`src/pba_pkg.sv`:
```
`default_nettype none
package pba_pkg;

    localparam int POOL_BYTES  = 512;
    localparam int MAX_ENTRIES = 128;
    localparam int IDX_W       = $clog2(MAX_ENTRIES);
    localparam int CNT_W       = IDX_W + 1;
    localparam int POS_W       = $clog2(POOL_BYTES) + 1;
    localparam int SZ_W        = POS_W + 1;
    localparam int AR_W        = SZ_W + 2;

    localparam logic [1:0] ACT_ALLOC  = 2'd0;
    localparam logic [1:0] ACT_FREE   = 2'd1;
    localparam logic [1:0] ACT_RESIZE = 2'd2;

    localparam logic [1:0] ST_OK       = 2'd0;
    localparam logic [1:0] ST_NO_SPACE = 2'd1;
    localparam logic [1:0] ST_NOT_FND  = 2'd2;

    typedef struct packed {
        logic [SZ_W-1:0]  size;
        logic             inv;
        logic [POS_W-1:0] start;
    } t_desc;

    typedef enum logic [3:0] {
        OP_NONE,
        OP_LOAD,
        OP_RD_I,
        OP_RD_J,
        OP_FIND,
        OP_FREE,
        OP_SHRINK,
        OP_GROW,
        OP_HSTART,
        OP_HNEXT,
        OP_ASTART,
        OP_AEV,
        OP_APPEND,
        OP_COMMIT,
        OP_MOVEFIN,
        OP_NOTFOUND
    } t_op;

    typedef struct packed {
        t_op  op;
        logic skip;
    } t_cmd;

    typedef struct packed {
        logic idx_end;
        logic jdx_end;
        logic hit;
        logic brk;
        logic over;
        logic touch;
        logic shrink_ok;
        logic ok;
    } t_stat;

endpackage
`default_nettype wire

```
`src/pba_ctrl.sv`:
```
`default_nettype none
module pba_ctrl
    import pba_pkg::*;
(
    input  wire logic       i_clk,
    input  wire logic       i_rst_n,
    input  wire logic       i_valid,
    input  wire logic [1:0] i_action,
    output logic            o_stall,
    output logic            o_valid,
    input  wire logic       i_stall,
    input  wire t_stat      i_st,
    output t_cmd            o_cmd
);

    typedef enum logic [15:0] {
        S_IDLE = 16'h0001,
        S_FRD  = 16'h0002,
        S_FEV  = 16'h0004,
        S_FREE = 16'h0008,
        S_RSZ  = 16'h0010,
        S_GROW = 16'h0020,
        S_HRD  = 16'h0040,
        S_HEV  = 16'h0080,
        S_AST  = 16'h0100,
        S_ARD  = 16'h0200,
        S_AEV  = 16'h0400,
        S_ACHK = 16'h0800,
        S_APP  = 16'h1000,
        S_CMT  = 16'h2000,
        S_MFIN = 16'h4000,
        S_OUT  = 16'h8000
    } t_state;

    t_state r_state, n_state;
    logic   r_resize, n_resize;
    logic   r_mv, n_mv;

    assign o_stall = (r_state != S_IDLE);
    assign o_valid = (r_state == S_OUT);

    always_ff @(posedge i_clk) begin
        if (!i_rst_n) begin
            r_state  <= S_IDLE;
            r_resize <= 1'b0;
            r_mv     <= 1'b0;
        end else begin
            r_state  <= n_state;
            r_resize <= n_resize;
            r_mv     <= n_mv;
        end
    end

    always_comb begin
        n_state    = r_state;
        n_resize   = r_resize;
        n_mv       = r_mv;
        o_cmd.op   = OP_NONE;
        // the in-place grow scan ignores the block being resized
        o_cmd.skip = r_resize && !r_mv;
        case (r_state)
            S_IDLE: begin
                if (i_valid) begin
                    o_cmd.op = OP_LOAD;
                    n_resize = (i_action == ACT_RESIZE);
                    n_mv     = 1'b0;
                    case (i_action)
                        ACT_ALLOC:              n_state = S_ARD;
                        ACT_FREE, ACT_RESIZE:   n_state = S_FRD;
                        default:                n_state = S_OUT;
                    endcase
                end
            end
            S_FRD: begin
                if (i_st.idx_end) begin
                    o_cmd.op = OP_NOTFOUND;
                    n_state  = S_OUT;
                end else begin
                    o_cmd.op = OP_RD_I;
                    n_state  = S_FEV;
                end
            end
            S_FEV: begin
                o_cmd.op = OP_FIND;
                if (i_st.hit) n_state = r_resize ? S_RSZ : S_FREE;
                else          n_state = S_FRD;
            end
            S_FREE: begin
                o_cmd.op = OP_FREE;
                n_state  = S_OUT;
            end
            S_RSZ: begin
                if (i_st.shrink_ok) begin
                    o_cmd.op = OP_SHRINK;
                    n_state  = S_OUT;
                end else begin
                    o_cmd.op = OP_HSTART;
                    n_state  = S_HRD;
                end
            end
            S_GROW: begin
                o_cmd.op = OP_GROW;
                n_state  = S_OUT;
            end
            S_HRD: begin
                if (i_st.jdx_end) begin
                    n_state = (r_resize && !r_mv) ? S_GROW : S_CMT;
                end else begin
                    o_cmd.op = OP_RD_J;
                    n_state  = S_HEV;
                end
            end
            S_HEV: begin
                o_cmd.op = OP_HNEXT;
                if (i_st.touch) begin
                    if (r_resize && !r_mv) begin
                        n_mv    = 1'b1;
                        n_state = S_AST;
                    end else begin
                        n_state = S_ARD;
                    end
                end else begin
                    n_state = S_HRD;
                end
            end
            S_AST: begin
                o_cmd.op = OP_ASTART;
                n_state  = S_ARD;
            end
            S_ARD: begin
                if (i_st.idx_end) begin
                    n_state = S_APP;
                end else begin
                    o_cmd.op = OP_RD_I;
                    n_state  = S_AEV;
                end
            end
            S_AEV: begin
                o_cmd.op = OP_AEV;
                n_state  = i_st.brk ? S_ACHK : S_ARD;
            end
            S_ACHK: begin
                if (i_st.over) begin
                    n_state = S_ARD;
                end else begin
                    o_cmd.op = OP_HSTART;
                    n_state  = S_HRD;
                end
            end
            S_APP: begin
                o_cmd.op = OP_APPEND;
                n_state  = S_MFIN;
            end
            S_CMT: begin
                o_cmd.op = OP_COMMIT;
                n_state  = S_MFIN;
            end
            S_MFIN: begin
                if (r_mv && i_st.ok) o_cmd.op = OP_MOVEFIN;
                n_state = S_OUT;
            end
            S_OUT: begin
                if (!i_stall) n_state = S_IDLE;
            end
            default: n_state = S_IDLE;
        endcase
    end

endmodule
`default_nettype wire

```
`src/pba_dpath.sv`:
```
`default_nettype none
module pba_dpath
    import pba_pkg::*;
(
    input  wire logic       i_clk,
    input  wire logic       i_rst_n,
    input  wire t_cmd       i_cmd,
    input  wire logic [1:0] i_action,
    input  wire logic [8:0] i_block_offset,
    input  wire logic [9:0] i_req_size,
    output t_stat           o_st,
    output logic [1:0]      o_status,
    output logic [8:0]      o_result_offset,
    output logic            o_moved,
    output logic [9:0]      o_copy_bytes
);

    typedef logic signed [AR_W-1:0] t_ar;

    function automatic logic spans_touch(t_ar as_, t_ar asz, t_ar bs, t_ar bsz);
        t_ar ae;
        t_ar be;
        ae = as_ + asz - t_ar'(1);
        be = bs + bsz - t_ar'(1);
        return (as_ <= bs && bs <= ae) || (as_ <= be && be <= ae) ||
               (bs <= as_ && as_ <= be) || (bs <= ae && ae <= be);
    endfunction

    t_desc r_mem [MAX_ENTRIES];
    t_desc r_rd;

    logic [CNT_W-1:0] r_cnt, n_cnt;
    logic [POS_W-1:0] r_dend, n_dend;
    logic [CNT_W-1:0] r_idx, n_idx;
    logic [CNT_W-1:0] r_jdx, n_jdx;
    logic [8:0]       r_off, n_off;
    logic [SZ_W-1:0]  r_sz, n_sz;
    logic [SZ_W-1:0]  r_prev, n_prev;
    logic [SZ_W-1:0]  r_cand, n_cand;
    logic             r_reuse_v, n_reuse_v;
    logic [IDX_W-1:0] r_reuse, n_reuse;
    logic [IDX_W-1:0] r_k, n_k;
    logic [POS_W-1:0] r_st, n_st;
    logic [SZ_W-1:0]  r_old, n_old;
    logic [1:0]       r_status, n_status;
    logic [8:0]       r_res, n_res;
    logic             r_moved, n_moved;
    logic [9:0]       r_copy, n_copy;

    logic             we;
    logic [IDX_W-1:0] wa;
    t_desc            wd;
    logic [IDX_W-1:0] ra;

    t_ar lim_next, lim_cur, e_grow, span_s;
    logic fit, app_fail, cmt_fail, grow_fail;

    assign lim_cur  = t_ar'(POOL_BYTES) - t_ar'({r_cnt, 2'b00});
    assign lim_next = lim_cur - t_ar'(4);
    assign e_grow   = t_ar'(r_st) + t_ar'(r_sz);
    assign span_s   = i_cmd.skip ? t_ar'(r_st) : t_ar'(r_cand);
    assign fit      = t_ar'(r_rd.start) >= t_ar'(r_prev) + t_ar'(r_sz);
    assign app_fail = (t_ar'(r_dend) + t_ar'(r_sz) > lim_next) ||
                      (!r_reuse_v && r_cnt >= CNT_W'(MAX_ENTRIES));
    assign cmt_fail = (t_ar'(r_dend) >= lim_next) || (r_cnt >= CNT_W'(MAX_ENTRIES));
    assign grow_fail = (e_grow > t_ar'(r_dend)) && (e_grow > lim_cur);

    always_comb begin
        o_st.idx_end   = (r_idx == r_cnt);
        o_st.jdx_end   = (r_jdx == r_cnt);
        o_st.hit       = !r_rd.inv && (r_rd.start == {1'b0, r_off});
        o_st.brk       = r_rd.inv || fit;
        o_st.over      = t_ar'(r_cand) + t_ar'(r_sz) > t_ar'(r_dend);
        o_st.touch     = !r_rd.inv && !(i_cmd.skip && r_jdx[IDX_W-1:0] == r_k) &&
                         spans_touch(span_s, t_ar'(r_sz), t_ar'(r_rd.start),
                                     t_ar'(r_rd.size));
        o_st.shrink_ok = (r_old >= r_sz);
        o_st.ok        = (r_status == ST_OK);
    end

    assign ra = (i_cmd.op == OP_RD_J) ? r_jdx[IDX_W-1:0] : r_idx[IDX_W-1:0];

    always_comb begin
        n_cnt     = r_cnt;
        n_dend    = r_dend;
        n_idx     = r_idx;
        n_jdx     = r_jdx;
        n_off     = r_off;
        n_sz      = r_sz;
        n_prev    = r_prev;
        n_cand    = r_cand;
        n_reuse_v = r_reuse_v;
        n_reuse   = r_reuse;
        n_k       = r_k;
        n_st      = r_st;
        n_old     = r_old;
        n_status  = r_status;
        n_res     = r_res;
        n_moved   = r_moved;
        n_copy    = r_copy;
        we        = 1'b0;
        wa        = r_k;
        wd        = '{size: r_sz, inv: 1'b0, start: r_st};
        case (i_cmd.op)
            OP_LOAD: begin
                n_off     = i_block_offset;
                n_sz      = SZ_W'(i_req_size) + SZ_W'(i_req_size[0]);
                n_idx     = '0;
                n_prev    = '0;
                n_cand    = '0;
                n_reuse_v = 1'b0;
                n_status  = (i_action == ACT_ALLOC || i_action == ACT_FREE ||
                             i_action == ACT_RESIZE) ? ST_OK : ST_NOT_FND;
                n_res     = '0;
                n_moved   = 1'b0;
                n_copy    = '0;
            end
            OP_FIND: begin
                if (!r_rd.inv && r_rd.start == {1'b0, r_off}) begin
                    n_k   = r_idx[IDX_W-1:0];
                    n_st  = r_rd.start;
                    n_old = r_rd.size;
                end else begin
                    n_idx = r_idx + 1'b1;
                end
            end
            OP_FREE: begin
                we    = 1'b1;
                wd    = '{size: r_old, inv: 1'b1, start: r_st};
                n_res = r_off;
            end
            OP_SHRINK: begin
                we    = 1'b1;
                n_res = r_st[8:0];
            end
            OP_GROW: begin
                if (grow_fail) begin
                    n_status = ST_NO_SPACE;
                end else begin
                    if (e_grow > t_ar'(r_dend)) n_dend = POS_W'(e_grow);
                    we    = 1'b1;
                    n_res = r_st[8:0];
                end
            end
            OP_HSTART: n_jdx = '0;
            OP_HNEXT:  n_jdx = r_jdx + 1'b1;
            OP_ASTART: begin
                n_idx     = '0;
                n_prev    = '0;
                n_cand    = '0;
                n_reuse_v = 1'b0;
            end
            OP_AEV: begin
                n_idx = r_idx + 1'b1;
                if (r_rd.inv) begin
                    n_reuse_v = 1'b1;
                    n_reuse   = r_idx[IDX_W-1:0];
                    n_cand    = SZ_W'(r_rd.start);
                end else begin
                    if (fit) n_cand = r_prev;
                    n_prev = SZ_W'(r_rd.start) + r_rd.size;
                end
            end
            OP_APPEND: begin
                if (app_fail) begin
                    n_status = ST_NO_SPACE;
                    n_res    = '0;
                end else begin
                    we     = 1'b1;
                    wa     = r_reuse_v ? r_reuse : r_cnt[IDX_W-1:0];
                    wd     = '{size: r_sz, inv: 1'b0, start: r_dend};
                    n_dend = POS_W'(SZ_W'(r_dend) + r_sz);
                    n_cand = SZ_W'(r_dend);
                    n_res  = r_dend[8:0];
                    if (!r_reuse_v) n_cnt = r_cnt + 1'b1;
                end
            end
            OP_COMMIT: begin
                if (!r_reuse_v && cmt_fail) begin
                    n_status = ST_NO_SPACE;
                    n_res    = '0;
                end else begin
                    we    = 1'b1;
                    wa    = r_reuse_v ? r_reuse : r_cnt[IDX_W-1:0];
                    wd    = '{size: r_sz, inv: 1'b0, start: r_cand[POS_W-1:0]};
                    n_res = r_cand[8:0];
                    if (!r_reuse_v) n_cnt = r_cnt + 1'b1;
                end
            end
            OP_MOVEFIN: begin
                we      = 1'b1;
                wd      = '{size: r_old, inv: 1'b1, start: r_st};
                n_moved = 1'b1;
                n_copy  = r_old[9:0];
            end
            OP_NOTFOUND: n_status = ST_NOT_FND;
            default: ;
        endcase
    end

    always_ff @(posedge i_clk) begin
        if (we) r_mem[wa] <= wd;
        r_rd <= r_mem[ra];
    end

    always_ff @(posedge i_clk) begin
        if (!i_rst_n) begin
            r_cnt  <= '0;
            r_dend <= '0;
        end else begin
            r_cnt  <= n_cnt;
            r_dend <= n_dend;
        end
    end

    always_ff @(posedge i_clk) begin
        r_idx     <= n_idx;
        r_jdx     <= n_jdx;
        r_off     <= n_off;
        r_sz      <= n_sz;
        r_prev    <= n_prev;
        r_cand    <= n_cand;
        r_reuse_v <= n_reuse_v;
        r_reuse   <= n_reuse;
        r_k       <= n_k;
        r_st      <= n_st;
        r_old     <= n_old;
        r_status  <= n_status;
        r_res     <= n_res;
        r_moved   <= n_moved;
        r_copy    <= n_copy;
    end

    assign o_status        = r_status;
    assign o_result_offset = r_res;
    assign o_moved         = r_moved;
    assign o_copy_bytes    = r_copy;

endmodule
`default_nettype wire

```
`src/pool_block_allocator_top.sv`:
```
// An unknown action goes straight to the result with not-found status; a free reads
// descriptors one by one until it finds the block, and a plain append reads each
// descriptor once. Each gap check or overlap walk reads the descriptors again, so an
// allocate or a relocating resize grows with entry_count squared.
// One request at a time: o_stall stays high from acceptance until the result has been taken.
// Reset (synchronous, active low) empties the pool: entry count and data end 0.
`default_nettype none
module pool_block_allocator_top
    import pba_pkg::*;
(
    input  wire logic       i_clk,
    input  wire logic       i_rst_n,
    input  wire logic       i_valid,
    output logic            o_stall,
    input  wire logic [1:0] i_action,
    input  wire logic [8:0] i_block_offset,
    input  wire logic [9:0] i_req_size,
    output logic            o_valid,
    input  wire logic       i_stall,
    output logic [1:0]      o_status,
    output logic [8:0]      o_result_offset,
    output logic            o_moved,
    output logic [9:0]      o_copy_bytes
);

    t_cmd  cmd;
    t_stat st;

    pba_ctrl u_ctrl (
        .i_clk    (i_clk),
        .i_rst_n  (i_rst_n),
        .i_valid  (i_valid),
        .i_action (i_action),
        .o_stall  (o_stall),
        .o_valid  (o_valid),
        .i_stall  (i_stall),
        .i_st     (st),
        .o_cmd    (cmd)
    );

    pba_dpath u_dpath (
        .i_clk           (i_clk),
        .i_rst_n         (i_rst_n),
        .i_cmd           (cmd),
        .i_action        (i_action),
        .i_block_offset  (i_block_offset),
        .i_req_size      (i_req_size),
        .o_st            (st),
        .o_status        (o_status),
        .o_result_offset (o_result_offset),
        .o_moved         (o_moved),
        .o_copy_bytes    (o_copy_bytes)
    );

endmodule
`default_nettype wire

```
`config.mk`:
```
export PLATFORM = sky130hd
export DESIGN_NAME = pool_block_allocator_top
export DESIGN_NICKNAME = d
export VERILOG_FILES = /design/src/pba_pkg.sv /design/src/pba_ctrl.sv /design/src/pba_dpath.sv /design/src/pool_block_allocator_top.sv
export SDC_FILE = /design/constraint.sdc
export NUM_CORES = 2
export LEC_CHECK = 0
export BUFFER_PORTS_ARGS = -buffer_cell sky130_fd_sc_hd__buf_2
export CAP_MARGIN = 40
export CORE_ASPECT_RATIO = 1.75
export CORE_UTILIZATION = 66
export CTS_CLUSTER_DIAMETER = 150
export CTS_CLUSTER_SIZE = 24
export DETAILED_ROUTE_END_ITERATION = 12
export PLACE_DENSITY = 0.82
export SYNTH_ARGS = -nofsm -noshare
export SYNTH_HDL_FRONTEND = slang
export SYNTH_HIERARCHICAL = 1
export SYNTH_SLANG_ARGS = --single-unit
```
`constraint.sdc`:
```
create_clock -name i_clk -period 26 [get_ports i_clk]
set_clock_uncertainty 0.1 [all_clocks]
set_input_delay 5.2 -clock i_clk [delete_from_list [all_inputs] [get_ports i_clk]]
set_output_delay 5.2 -clock i_clk [all_outputs]
set_load 0.005 [all_outputs]
```
==> key figures <==
Clocking
  • Root Buffer: clkbuf_16
  • PostCTS Resize Cnt: 0
  • H-tree Lvls: 4
  • Postcts setup bufs: 0
  • Clock latency on the worst-skew pair: 0.86 ns
  • Reg clk slew, reported paths: around 0.090 ns
  • CTS tree: done
  • Clk sink count: around 3000
  • CTS buffer count: 150
  • CTS Hold Bufs: 0
  • Clock Path Buffers: 4

Cells and area
  • Fraction of layout cells with a size suffix above 1: 21.8%
  • Post-layout util: between 70 and 80%
  • Layout Nets: 6955
  • Design Area, Final: between 100000 and 150000 µm²
  • Fill cell count: roughly 10000
  • Syn-to-layout area delta: 8.67%

Placement
  • Dpl hpwl: roughly 220 mm
  • Pre-CTS WS: 13.69 ns
  • Port Buffers: 48
  • Final GP Congestion: roughly 1
  • Cell area after placement: roughly 130000 µm²

Worst hold path
  • Hold path startpoint: u_ctrl/r_resize
  • Hold WC Path Type: reg2reg

Synth
  • Yosys warns: 6
  • Gate Count Post-Synth: between 6000 and 7000
  • Syn Area/Cell: around 19 µm²
  • Seq/Total Area, Yosys: 72.7%
  • Synth area leaders: edfxtp_1, mux4_2, ha_1, a211oi_1, nand2_1
  • Post-synthesis register bit count: approximately 3000
  • FFs w/ async S/R, synth: 0%
  • Top cell type's share of synthesized area: 71.7%
  • Number of synthesized flops with an enable pin: just under 3000
  • Mapped Nets: approximately 6800
  • Yosys top cell by area: edfxtp_1
  • Yosys cell types: 94
  • Cell Area, Synth: 123000 µm²
  • Ys flop type: edfxtp_1

Global route
  • GRT Util Overall: about two fifths
  • Initial antenna violation count: 15
  • Congestion Overflow GR: 0
  • Pin count of the biggest net entering global routing: around 150
  • Global-route wire length before repair: roughly 500 mm
  • Vias in the first global route: 69261

Drt
  • Antenna viol nets, final: 0
  • Avg WL per Cell: 38.9 µm
  • Routed WL: about 360 mm
  • DRC: 0
  • DR iter-0 viols: around 11000
  • Pre-Repair DR Iteration Count: 8
  • Via density: between 7 and 8
  • Via count: about 69000

Worst setup path
  • Worst setup EP type: flop
  • Worst EP arrival: roughly 12 ns
  • Critical Path Start Type: primary input
  • Origin of the worst setup path: i_valid
  • R2r startpoint: u_dpath/r_sz[1]
  • Max FO, Critical Path: 93
  • Worst EP required: approximately 27 ns
  • Setup CP Type: in2reg

STA
  • Setup tns final: 0 ns
  • Slew Limit Fails: 0
  • Final hold violation count: 0
  • Fin crit share: roughly 44%
  • Setup ws final: between 10 and 15 ns
  • Crit path time final: 11.50 ns
  • Worst slew pin tran: 1.03 ns
  • Slew margin rel.: 30.7%
  • Peak Freq: about 87 MHz
  • Final setup violation count: 0
  • RSZ-0062 raised after global routing: no

Power and ir drop
  • Leakage: around 43 nW
  • Pwr Density: about 100 nW/µm²
  • VDD IR max: about 0.00011 V

Die
  • Die ar.: 188000 µm²
  • Row Count: 209
  • Io pins: a little under 50
  • DIE WIDTH: between 300 and 400 µm
  • CORE AREA: roughly 180000 µm²
  • Die Ht: around 570 µm
  • Starting density of the core: ~66%

Run
  • Number of max-cap violations: 0

Outcome
  • Status: complete, no violations
==> synth_stat cells (all sizes together), types with 57 or more instances <==
cell type and count:
a211oi 259, a21oi 142, a311oi 93, a31oi 97
and2 197, buf 144, clkbuf 217, dfxtp 58
edfxtp 2931, ha 189, inv 130, mux4 704
nand2 458, nand3 57, nor2 234, o21ai 70
xnor2 74
==> worst max-delay path: stages <==
cell and delay (ns):
buf_2 0.12, nand2_1 0.10, nand4_1 0.12, buf_4 0.25, nand2_1 0.16, nor3_2 0.16
buf_4 0.32, mux2i_4 0.33, buf_12 0.47, buf_12 0.66, buf_4 0.61, buf_4 0.72
buf_4 0.64, mux4_2 0.58, and2_1 0.18, a211oi_1 0.37, a311oi_1 0.11, buf_4 0.19
a211oi_1 0.26, a211oi_1 0.09, a21o_1 0.21
==> worst paths after layout <==
| kind | to | slack [ns] | cells past startpoint |
|---|---|---|---|
| max | u_dpath/r_rd[20] | 14.50 | 21 |
| min | u_ctrl/r_state[3] | 0.42 | 1 |
| max reg2reg | u_dpath/r_rd[20] | 15.07 | 35 |
| min reg2reg | u_ctrl/r_state[3] | 0.42 | 1 |
==> metrics by stage <==
step           hold WS (ns)  instances  total power [W]
2_1_floorplan         0.312       6553          0.00876
3_3_place_gp          0.392       8881           0.0104
3_5_place_dp          0.403       8995           0.0106
4_1_cts               0.414       9203           0.0131
5_1_grt               0.434       9220           0.0136
6_report              0.417       9227           0.0133
==> flip-flops by register name, summed over array words and instances (netlist names) <==
name and flops:
u_dpath/r_k 7, u_ctrl/r_state 16, u_dpath/r_mem 2816, u_dpath/o_result_offset 9, u_dpath/r_jdx 8, u_dpath/r_dend 10, u_dpath/r_reuse 7, u_dpath/r_cnt 8
u_ctrl/r_resize 1, u_dpath/r_off 9, u_dpath/o_copy_bytes 10, u_dpath/r_cand 11, u_dpath/r_sz 10, u_dpath/o_status 2, u_ctrl/r_mv 1, u_dpath/r_prev 11
u_dpath/r_idx 8, u_dpath/r_reuse_v 1, u_dpath/r_st 10, u_dpath/r_rd 22, u_dpath/o_moved 1, u_dpath/r_old 11
==> layer usage <==
| layer | track usage [%] | share of wire (%) | up-vias | wire length (µm) |
|---|---|---|---|---|
| li1 | - | - | 26794 | - |
| met1 | 44.3 | 29 | 34888 | 105000 |
| met2 | 62.9 | 49 | 6229 | 175000 |
| met3 | 7.46 | 11 | 1564 | 39800 |
| met4 | 33.6 | 11 | 10 | 39200 |
| met5 | 0 | 0.019 | - | 68 |
==> cell type report <==
cell class / instances / area (µm²) / share of cell area, %
Multi-Input combinational cell: 3073 / 32400 / 24.3
Inverter: 130 / 515 / 0.387
Clock inverter: 3 / 41.3 / 0.0310
Clock buffer: 205 / 4050 / 3.03
Tap cell: 2426 / 3040 / 2.28
Antenna cell: 10 / 25.0 / 0.0188
Timing Repair Buffer: 391 / 4060 / 3.04
Sequential cell: 2989 / 89200 / 66.9
==> placed cells by master, fill, tap and decap left out, types with 49 or more instances in the layout <==
| cell | instances |
|---|---|
| a211oi_1 | 258 |
| a21o_1 | 53 |
| a21oi_1 | 141 |
| a311oi_1 | 85 |
| a31oi_1 | 96 |
| and2_1 | 193 |
| buf_12 | 49 |
| buf_2 | 69 |
| buf_4 | 230 |
| clkbuf_1 | 51 |
| clkbuf_16 | 154 |
| dfxtp_1 | 58 |
| edfxtp_1 | 2931 |
| ha_1 | 189 |
| inv_1 | 119 |
| mux4_2 | 704 |
| nand2_1 | 440 |
| nand3_1 | 57 |
| nor2_1 | 109 |
| nor2_2 | 64 |
| nor2_4 | 61 |
| o21ai_0 | 59 |
| xnor2_1 | 74 |
| xor2_1 | 49 |
==> logic make-up (layout without fill, tap and decap cells) <==
kind of cell               count (synthesis)  count (layout)  share of synthesized area, %
muxes                                    759             759                          13.4
buffers and inverters                    491             729                          1.65
other                                      0              10                             0
DFF                                     2989            2989                          72.7
xor gates and xnor gates                 124             124                         0.896
adders and majority gates                195             195                          2.03
and+or+nand+nor                         1150            1150                          4.53
AOI/OAI and AO/OA                        845             845                          4.84
==> power by group <==
part | internal [W] | total, W | switching (W)
clock | 0.00110 | 0.00253 | 0.00143
sequential | 0.00548 | 0.00563 | 0.000155
combinational | 0.00189 | 0.00513 | 0.00324
Note: power is estimated with default switching activity, not from simulation.
